**src/rtl/core/ble_pkg.sv**
```systemverilog
package ble_pkg;

  // Capacity of the list and the widths that follow from it.
  localparam int unsigned CAPACITY = 16;
  localparam int unsigned AW = (CAPACITY > 1) ? $clog2(CAPACITY) : 1;
  localparam int unsigned LW = $clog2(CAPACITY + 1);
  // Width wide enough to compare a request position against the length.
  localparam int unsigned PW = (LW > 4) ? LW : 4;

  // Field widths of the stream items.
  localparam int unsigned KIND_W   = 3;
  localparam int unsigned VALUE_W  = 32;
  localparam int unsigned POS_W    = 4;
  localparam int unsigned STATUS_W = 2;
  localparam int unsigned FPOS_W   = 4;
  localparam int unsigned LEN_W    = 5;
  localparam int unsigned IN_DATA_W  = 40;
  localparam int unsigned OUT_DATA_W = 16;

  typedef enum logic [KIND_W-1:0] {
    KIND_INSERT_FRONT = 3'd0,
    KIND_APPEND_BACK  = 3'd1,
    KIND_REMOVE_FRONT = 3'd2,
    KIND_REMOVE_BACK  = 3'd3,
    KIND_REMOVE_AT    = 3'd4,
    KIND_SEARCH       = 3'd5
  } kind_e;

  typedef enum logic [STATUS_W-1:0] {
    STATUS_OK      = 2'd0,
    STATUS_EMPTY   = 2'd1,
    STATUS_BAD_POS = 2'd2,
    STATUS_FULL    = 2'd3
  } status_e;

  // Maps a list index to a memory address of the circular store.
  function automatic logic [AW-1:0] phys_addr(input logic [AW-1:0] head,
                                              input logic [LW-1:0] idx);
    logic [AW:0] sum;
    sum = {1'b0, head} + (AW+1)'(idx);
    if (sum >= (AW+1)'(CAPACITY)) begin
      sum = sum - (AW+1)'(CAPACITY);
    end
    return sum[AW-1:0];
  endfunction

endpackage

```
**src/rtl/core/bounded_list_engine.sv**
```systemverilog
// Channel   Direction  Signals                     Contents
// s_axis    in         tvalid tready tdata tuser   tdata: value, position; tuser: kind
// m_axis    out        tvalid tready tdata         tdata: status, found, found_position, length
//
// Insert, append and the two end removals go from acceptance straight to the result state.
// A search starts at the front, a removal at position p at the entry behind p;
// both walk the circular store through its single read port, one entry a cycle.
// Reset empties the list at once; the store itself is not cleared.
// A result waits in the output register while the master side stalls; a new
// request is taken once the previous one has handed its result over.
module bounded_list_engine (
  input  logic                             clk_i,
  input  logic                             rst_ni,
  input  logic                             s_axis_tvalid,
  output logic                             s_axis_tready,
  // [31:0] value, [35:32] position, [39:36] zero
  input  logic [ble_pkg::IN_DATA_W-1:0]    s_axis_tdata,
  // [2:0] kind
  input  logic [ble_pkg::KIND_W-1:0]       s_axis_tuser,
  output logic                             m_axis_tvalid,
  input  logic                             m_axis_tready,
  // [1:0] status, [2] found, [6:3] found_position, [11:7] length, [15:12] zero
  output logic [ble_pkg::OUT_DATA_W-1:0]   m_axis_tdata
);

  typedef enum logic [1:0] {
    ST_IDLE,
    ST_SHIFT,
    ST_SEARCH,
    ST_RESP
  } state_e;

  localparam int unsigned AW = ble_pkg::AW;
  localparam int unsigned LW = ble_pkg::LW;

  // Storage: one synchronous memory with a registered read port.
  logic [ble_pkg::VALUE_W-1:0] mem [ble_pkg::CAPACITY];
  logic [ble_pkg::VALUE_W-1:0] rd_data_q;
  logic                        mem_we;
  logic [AW-1:0]               mem_wa;
  logic [AW-1:0]               mem_ra;
  logic [ble_pkg::VALUE_W-1:0] mem_wd;

  // Control state.
  state_e                       state_q, state_d;
  logic [AW-1:0]                head_q, head_d;
  logic [LW-1:0]                len_q, len_d;
  logic [LW-1:0]                rd_idx_q, rd_idx_d;
  logic [LW-1:0]                wr_idx_q, wr_idx_d;
  logic                         pend_q, pend_d;
  logic [ble_pkg::VALUE_W-1:0]  key_q, key_d;
  logic [ble_pkg::STATUS_W-1:0] res_status_q, res_status_d;
  logic                         res_found_q, res_found_d;
  logic [AW-1:0]                res_fpos_q, res_fpos_d;
  logic                         out_valid_q, out_valid_d;
  logic [ble_pkg::OUT_DATA_W-1:0] out_data_q, out_data_d;

  // Request fields.
  logic                         in_accept;
  logic [ble_pkg::VALUE_W-1:0]  in_value;
  logic [ble_pkg::POS_W-1:0]    in_pos;
  logic                         rd_more;
  logic                         is_full;
  logic                         is_empty;

  assign in_value  = s_axis_tdata[ble_pkg::VALUE_W-1:0];
  assign in_pos    = s_axis_tdata[ble_pkg::VALUE_W +: ble_pkg::POS_W];
  assign in_accept = s_axis_tvalid && s_axis_tready;
  assign rd_more   = (rd_idx_q < len_q);
  assign is_full   = (len_q == LW'(ble_pkg::CAPACITY));
  assign is_empty  = (len_q == '0);

  assign s_axis_tready = (state_q == ST_IDLE);
  assign m_axis_tvalid = out_valid_q;
  assign m_axis_tdata  = out_data_q;

  // Next-state logic for the request sequencer and the memory port.
  always_comb begin
    state_d      = state_q;
    head_d       = head_q;
    len_d        = len_q;
    rd_idx_d     = rd_idx_q;
    wr_idx_d     = wr_idx_q;
    pend_d       = pend_q;
    key_d        = key_q;
    res_status_d = res_status_q;
    res_found_d  = res_found_q;
    res_fpos_d   = res_fpos_q;
    out_valid_d  = out_valid_q;
    out_data_d   = out_data_q;
    mem_we       = 1'b0;
    mem_wa       = ble_pkg::phys_addr(head_q, wr_idx_q);
    mem_wd       = rd_data_q;
    mem_ra       = ble_pkg::phys_addr(head_q, rd_idx_q);

    // The master side takes the waiting result.
    if (out_valid_q && m_axis_tready) begin
      out_valid_d = 1'b0;
    end

    case (state_q)
      ST_IDLE: begin
        if (in_accept) begin
          res_status_d = ble_pkg::STATUS_OK;
          res_found_d  = 1'b0;
          res_fpos_d   = '0;
          key_d        = in_value;
          pend_d       = 1'b0;
          state_d      = ST_RESP;
          case (s_axis_tuser)
            ble_pkg::KIND_INSERT_FRONT: begin
              if (is_full) begin
                res_status_d = ble_pkg::STATUS_FULL;
              end else begin
                head_d = (head_q == '0) ? AW'(ble_pkg::CAPACITY - 1) : head_q - 1'b1;
                mem_we = 1'b1;
                mem_wa = head_d;
                mem_wd = in_value;
                len_d  = len_q + 1'b1;
              end
            end
            ble_pkg::KIND_APPEND_BACK: begin
              if (is_full) begin
                res_status_d = ble_pkg::STATUS_FULL;
              end else begin
                mem_we = 1'b1;
                mem_wa = ble_pkg::phys_addr(head_q, len_q);
                mem_wd = in_value;
                len_d  = len_q + 1'b1;
              end
            end
            ble_pkg::KIND_REMOVE_FRONT: begin
              if (is_empty) begin
                res_status_d = ble_pkg::STATUS_EMPTY;
              end else begin
                head_d = (head_q == AW'(ble_pkg::CAPACITY - 1)) ? '0 : head_q + 1'b1;
                len_d  = len_q - 1'b1;
              end
            end
            ble_pkg::KIND_REMOVE_BACK: begin
              if (is_empty) begin
                res_status_d = ble_pkg::STATUS_EMPTY;
              end else begin
                len_d = len_q - 1'b1;
              end
            end
            ble_pkg::KIND_REMOVE_AT: begin
              if (is_empty) begin
                res_status_d = ble_pkg::STATUS_EMPTY;
              end else if (ble_pkg::PW'(in_pos) >= ble_pkg::PW'(len_q)) begin
                res_status_d = ble_pkg::STATUS_BAD_POS;
              end else begin
                // Move every entry behind the position down by one.
                wr_idx_d = LW'(in_pos);
                rd_idx_d = LW'(in_pos) + 1'b1;
                state_d  = ST_SHIFT;
              end
            end
            ble_pkg::KIND_SEARCH: begin
              if (!is_empty) begin
                rd_idx_d = '0;
                wr_idx_d = '0;
                state_d  = ST_SEARCH;
              end
            end
            default: begin
              res_status_d = ble_pkg::STATUS_BAD_POS;
            end
          endcase
        end
      end

      ST_SHIFT: begin
        // Read one entry ahead, write the previous read one slot lower.
        if (rd_more) begin
          rd_idx_d = rd_idx_q + 1'b1;
        end
        pend_d = rd_more;
        if (pend_q) begin
          mem_we   = 1'b1;
          wr_idx_d = wr_idx_q + 1'b1;
        end
        if (!rd_more && !pend_q) begin
          len_d   = len_q - 1'b1;
          state_d = ST_RESP;
        end
      end

      ST_SEARCH: begin
        // Compare the entry read last cycle; wr_idx_q tracks its index.
        if (rd_more) begin
          rd_idx_d = rd_idx_q + 1'b1;
        end
        pend_d = rd_more;
        if (pend_q) begin
          wr_idx_d = wr_idx_q + 1'b1;
        end
        if (pend_q && (rd_data_q == key_q)) begin
          res_found_d = 1'b1;
          res_fpos_d  = wr_idx_q[AW-1:0];
          pend_d      = 1'b0;
          state_d     = ST_RESP;
        end else if (!rd_more && !pend_q) begin
          state_d = ST_RESP;
        end
      end

      ST_RESP: begin
        // Hand the result to the output register once it is free.
        if (!out_valid_q || m_axis_tready) begin
          out_valid_d = 1'b1;
          out_data_d  = '0;
          out_data_d[1:0]  = res_status_q;
          out_data_d[2]    = res_found_q;
          out_data_d[6:3]  = ble_pkg::FPOS_W'(res_fpos_q);
          out_data_d[11:7] = ble_pkg::LEN_W'(len_q);
          state_d     = ST_IDLE;
        end
      end

      default: begin
        state_d = ST_IDLE;
      end
    endcase
  end

  // Control registers and registered outputs.
  always_ff @(posedge clk_i or negedge rst_ni) begin
    if (!rst_ni) begin
      state_q     <= ST_IDLE;
      head_q      <= '0;
      len_q       <= '0;
      rd_idx_q    <= '0;
      wr_idx_q    <= '0;
      pend_q      <= 1'b0;
      out_valid_q <= 1'b0;
      out_data_q  <= '0;
    end else begin
      state_q     <= state_d;
      head_q      <= head_d;
      len_q       <= len_d;
      rd_idx_q    <= rd_idx_d;
      wr_idx_q    <= wr_idx_d;
      pend_q      <= pend_d;
      out_valid_q <= out_valid_d;
      out_data_q  <= out_data_d;
    end
  end

  // Payload registers.
  always_ff @(posedge clk_i) begin
    key_q        <= key_d;
    res_status_q <= res_status_d;
    res_found_q  <= res_found_d;
    res_fpos_q   <= res_fpos_d;
  end

  // List store: at most one write and one registered read per cycle.
  always_ff @(posedge clk_i) begin
    if (mem_we) begin
      mem[mem_wa] <= mem_wd;
    end
    rd_data_q <= mem[mem_ra];
  end

  // The length never exceeds the capacity.
  assert property (@(posedge clk_i) disable iff (!rst_ni)
    len_q <= LW'(ble_pkg::CAPACITY))
    else $error("list length above capacity");

  // The length moves by at most one entry per step.
  assert property (@(posedge clk_i) disable iff (!rst_ni)
    (len_q != $past(len_q)) |->
      ((len_q == $past(len_q) + 1'b1) || (len_q + 1'b1 == $past(len_q))))
    else $error("list length jumped");

  // A pending walk write or compare always refers to an entry inside the list.
  assert property (@(posedge clk_i) disable iff (!rst_ni)
    (pend_q && ((state_q == ST_SHIFT) || (state_q == ST_SEARCH))) |->
      (wr_idx_q < len_q))
    else $error("walk index outside the list");

  // The output register is never overwritten while a result waits.
  assert property (@(posedge clk_i) disable iff (!rst_ni)
    (out_valid_q && !m_axis_tready) |=> (out_valid_q && $stable(out_data_q)))
    else $error("waiting result lost");

endmodule

```
**config.mk**
```make
export PLATFORM = sky130hd
export DESIGN_NAME = bounded_list_engine
export DESIGN_NICKNAME = d
export VERILOG_FILES = /design/src/rtl/core/ble_pkg.sv /design/src/rtl/core/bounded_list_engine.sv
export SDC_FILE = /design/constraint.sdc
export NUM_CORES = 1
export LEC_CHECK = 0
export BUFFER_PORTS_ARGS = -buffer_cell sky130_fd_sc_hd__buf_2
export CORE_MARGIN = 2
export CORE_UTILIZATION = 56
export DETAILED_ROUTE_END_ITERATION = 10
export GPL_TIMING_DRIVEN = 0
export PLACE_DENSITY = 0.76
export SLEW_MARGIN = 20
export SYNTH_ARGS = -nofsm -noshare
export SYNTH_HDL_FRONTEND = slang
export SYNTH_SLANG_ARGS = --single-unit
```
**constraint.sdc**
```tcl
create_clock -name clk_i -period 4 [get_ports clk_i]
set_input_delay 0.4 -clock clk_i [delete_from_list [all_inputs] [get_ports clk_i]]
set_output_delay 0.4 -clock clk_i [all_outputs]
set_load 0.01 [all_outputs]
```
==> run_results.csv <==
group,metric,value,unit
drt,drt-pass1-iter-count,5,
clock_tree,clockBufferDepth,3,
floorplanning,rows,77,
yosys,synth_most_common_cell,"edfxtp_1",
final_layout,area_growth,16.16,%
status,status,"finished, final reports clean",
timing,fin_ws,0.08204,ns
final_layout,n_fill_cell,2892,
worst_setup_path,cp.required,4.54,ns
worst_setup_path,r2r_slack,0.08,ns
grt,grt_first_pass_wirelength,87420,um
drt,final_antenna_net_count,0,
grt,antenna_found_initial,0,
place,place.gp.congestion,0.8674,
worst_setup_path,rr_worst_depth,8,
timing,finalSetupViolations,0,
place,dp_hpwl,37080,um
yosys,synth_top_area_cell,"edfxtp_1",
power,total_power,26980,uW
clock_tree,ctsHtreeMaxLevel,2,
clock_tree,clk_latency,0.63,ns
drt,drt_iter0_drc,1716,
place,post-place-ws,-0.2072,ns
floorplanning,die_y,214.7,um
yosys,synth_cells,1401,
drt,wirelength,58110,um
clock_tree,cts-root-buf,"clkbuf_16",
worst_setup_path,cp_max_fo,12,
floorplanning,coreArea,0.04403,sq mm
timing,max_clock_freq,255.2,MHz
clock_tree,clock-sinks,617,
timing,grt_setup_unrepaired,"no",
worst_setup_path,critPathLaunchType,"flip-flop",
timing,drv_slew,0,
worst_setup_path,worstReg2RegStart,"head_q[0]",
power,p_leak,0.009750,uW
worst_setup_path,startpoint,"head_q[0]",
floorplanning,ioPinCount,65,
final_layout,diodes,0,
yosys,netlist_area,0.02487,sq mm
final_layout,fin_nets,1663,
final_layout,design_area,0.02889,sq mm
drt,drcViolationCount,0,
drt,detail_route.vias_per_cell,6.187,
yosys,synth-edff-count,551,
timing,finalCriticalPeriod,3.918,ns
yosys,synth_top_area_share,66.53,%
timing,period_share,97.95,%
drt,num_vias,13760,
timing,hold_viol,0,
yosys,ys_warn_count,0,
job,cap_violations,0,
final_layout,multi_input_area,0.006556,sq mm
clock_tree,cts_inserted_buffers,58,
yosys,synthTopCellsByCount,"edfxtp_1, nand2_1, mux4_2",
grt,grt_pass1_vias,14070,
timing,tightest_slew,1.072,ns
final_layout,regArea,0.01804,sq mm
yosys,ys_ff_latch,617,
worst_setup_path,critPathKind,"reg2reg",
yosys,ys_types,64,
yosys,avgSynthCellArea,17.75,sq um
power,p_per_area,934.0,mW/mm^2
final_layout,drive_gt1_share,22.43,%
place,dpl-instance-area,0.02660,sq mm
worst_setup_path,crit_arrival,4.45,ns
yosys,dominantRegCellSynth,"edfxtp_1",
floorplanning,dieArea,0.04611,sq mm
min_path,hold_path_class,"in2reg",
yosys,synth_seq_area_share,72.53,%
worst_setup_path,crit_path_end,"rd_data_q[2]",
yosys,synthTopCellsByArea,"edfxtp_1, mux4_2, dfrtp_1",
power,peakVddDrop,0.5996,mV
timing,slew_headroom,28.53,%
place,io_buffers,53,
worst_setup_path,end_kind,"flip-flop",
worst_setup_path,r2r-end,"rd_data_q[2]",
clock_tree,cts_tree,"built",
grt,grt_overflow,0,
yosys,async_flop_share,5.511,%
grt,grt_usage,25.72,%
grt,grt_max_degree,35,
clock_tree,clk_pin_slew_worst_paths,0.07,ns
drt,routedWlPerCell,26.13,um
floorplanning,die_w,214.7,um
floorplanning,initial_core_util,56.49,%
timing,clock_skew,0.01864,ns
-- worst min-delay path by stage --
stage	startpoint	end	slack [ns]	cells past startpoint
detailed placement	res_status_q[0]	m_axis_tdata[0]	0.47	1
floorplan	rst_ni	head_q[0]	0.10	0
finish	s_axis_tdata[31]	key_q[31]	0.03	1
global route	s_axis_tdata[31]	key_q[31]	0.01	1
global placement	res_fpos_q[2]	m_axis_tdata[5]	0.46	1
CTS	s_axis_tdata[31]	key_q[31]	0.01	1
-- layout make-up --
cell class,instances,area share [%]
buffer,69,1.182
clock buffer,91,5.834
sequential,617,62.43
inverter,20,0.2599
tap,592,2.564
multi-input combinational,697,22.69
timing repair buffer,120,4.374
clock inverter,18,0.6583
-- logic make-up (layout without fill, tap and decap cells) --
logic type      Yosys count  after routing  share of synthesized area (%)
xor+xnor                 54             54                          1.932
compound gates          146            146                          4.045
simple gates            314            314                          5.675
flops                   617            617                          72.53
mux                     146            146                          12.37
fa+ha+maj                33             33                          1.751
buf+inv                  90            318                          1.690
other cells               1              4                        0.01508
-- flip-flops by register name, indices dropped and copies added (netlist names), 4 cells and up --
| name | cells |
|---|---|
| key_q | 32 |
| head_q | 4 |
| wr_idx_q | 4 |
| res_fpos_q | 4 |
| len_q | 5 |
| mem | 512 |
| m_axis_tdata | 12 |
| rd_idx_q | 5 |
| rd_data_q | 32 |
-- routing by layer --
metal	vias to the layer above	part of all wire (%)	global-route usage, %
met3	118	7.8	4.600
met5	-	0	0
met2	660	49	42.39
li1	5856	-	-
met1	7126	39	34.56
met4	0	3.6	10.05
-- placed cells by master, fill, tap and decap left out, types with 7 or more instances in the layout --
cell type	Yosys	final
a211oi_1	34	34
a21oi_1	17	17
a31oi_1	35	35
and2_1	36	36
buf_16	0	17
buf_2	15	68
buf_4	15	27
clkbuf_1	37	58
clkbuf_16	0	58
clkbuf_8	0	11
dfrtp_1	34	34
dfxtp_1	32	32
dlygate4sd3_1	0	32
edfxtp_1	551	551
ha_1	30	30
inv_1	19	18
mux2_2	10	10
mux2i_1	8	8
mux4_2	128	128
nand2_1	188	188
nand2b_1	7	7
nand3_1	15	15
nand4_1	9	9
nor2_1	32	16
nor2_4	0	16
o21ai_0	22	22
xnor2_1	41	40
xor2_1	12	12
-- critical path, cell delays in order (launching register included) --
cell and delay, ns:
dfrtp_1 0.59, ha_1 0.25, inv_1 0.07, fa_1 0.44, xor2_1 0.86, clkbuf_1 0.58, clkbuf_1 0.59, nand2_1 0.17
a31oi_1 0.27
-- timing repair --
action | in CTS | in global routing
endpoints found under the setup margin | 245 | 294
gates resized for setup | 1 | 0
pin swaps | 3 | 2
buffers inserted | 6 | 6
hold buffers | 32 | 0
hold endpoints to repair | 65 | 0
-- stage by stage --
step	utilization, %	setup TNS (ns)	hold WS, ns	cells
floorplan	-	0	0.1044	1404
global placement	58.80	-990.45	0.4610	2049
detailed placement	60.42	-22.44	0.4665	2072
CTS	65.52	0	0.01158	2219
global route	65.62	0	0.01461	2224
finish	65.62	0	0.03085	2224
-- where the power goes --
part	leakage, uW	internal, uW	total (uW)	switching [uW]
registers	0.00565	8610	9030	421
logic	0.00320	4930	12600	7630
clock network	0.000906	3030	5400	2370
Note: power is estimated with default switching activity, not from simulation.
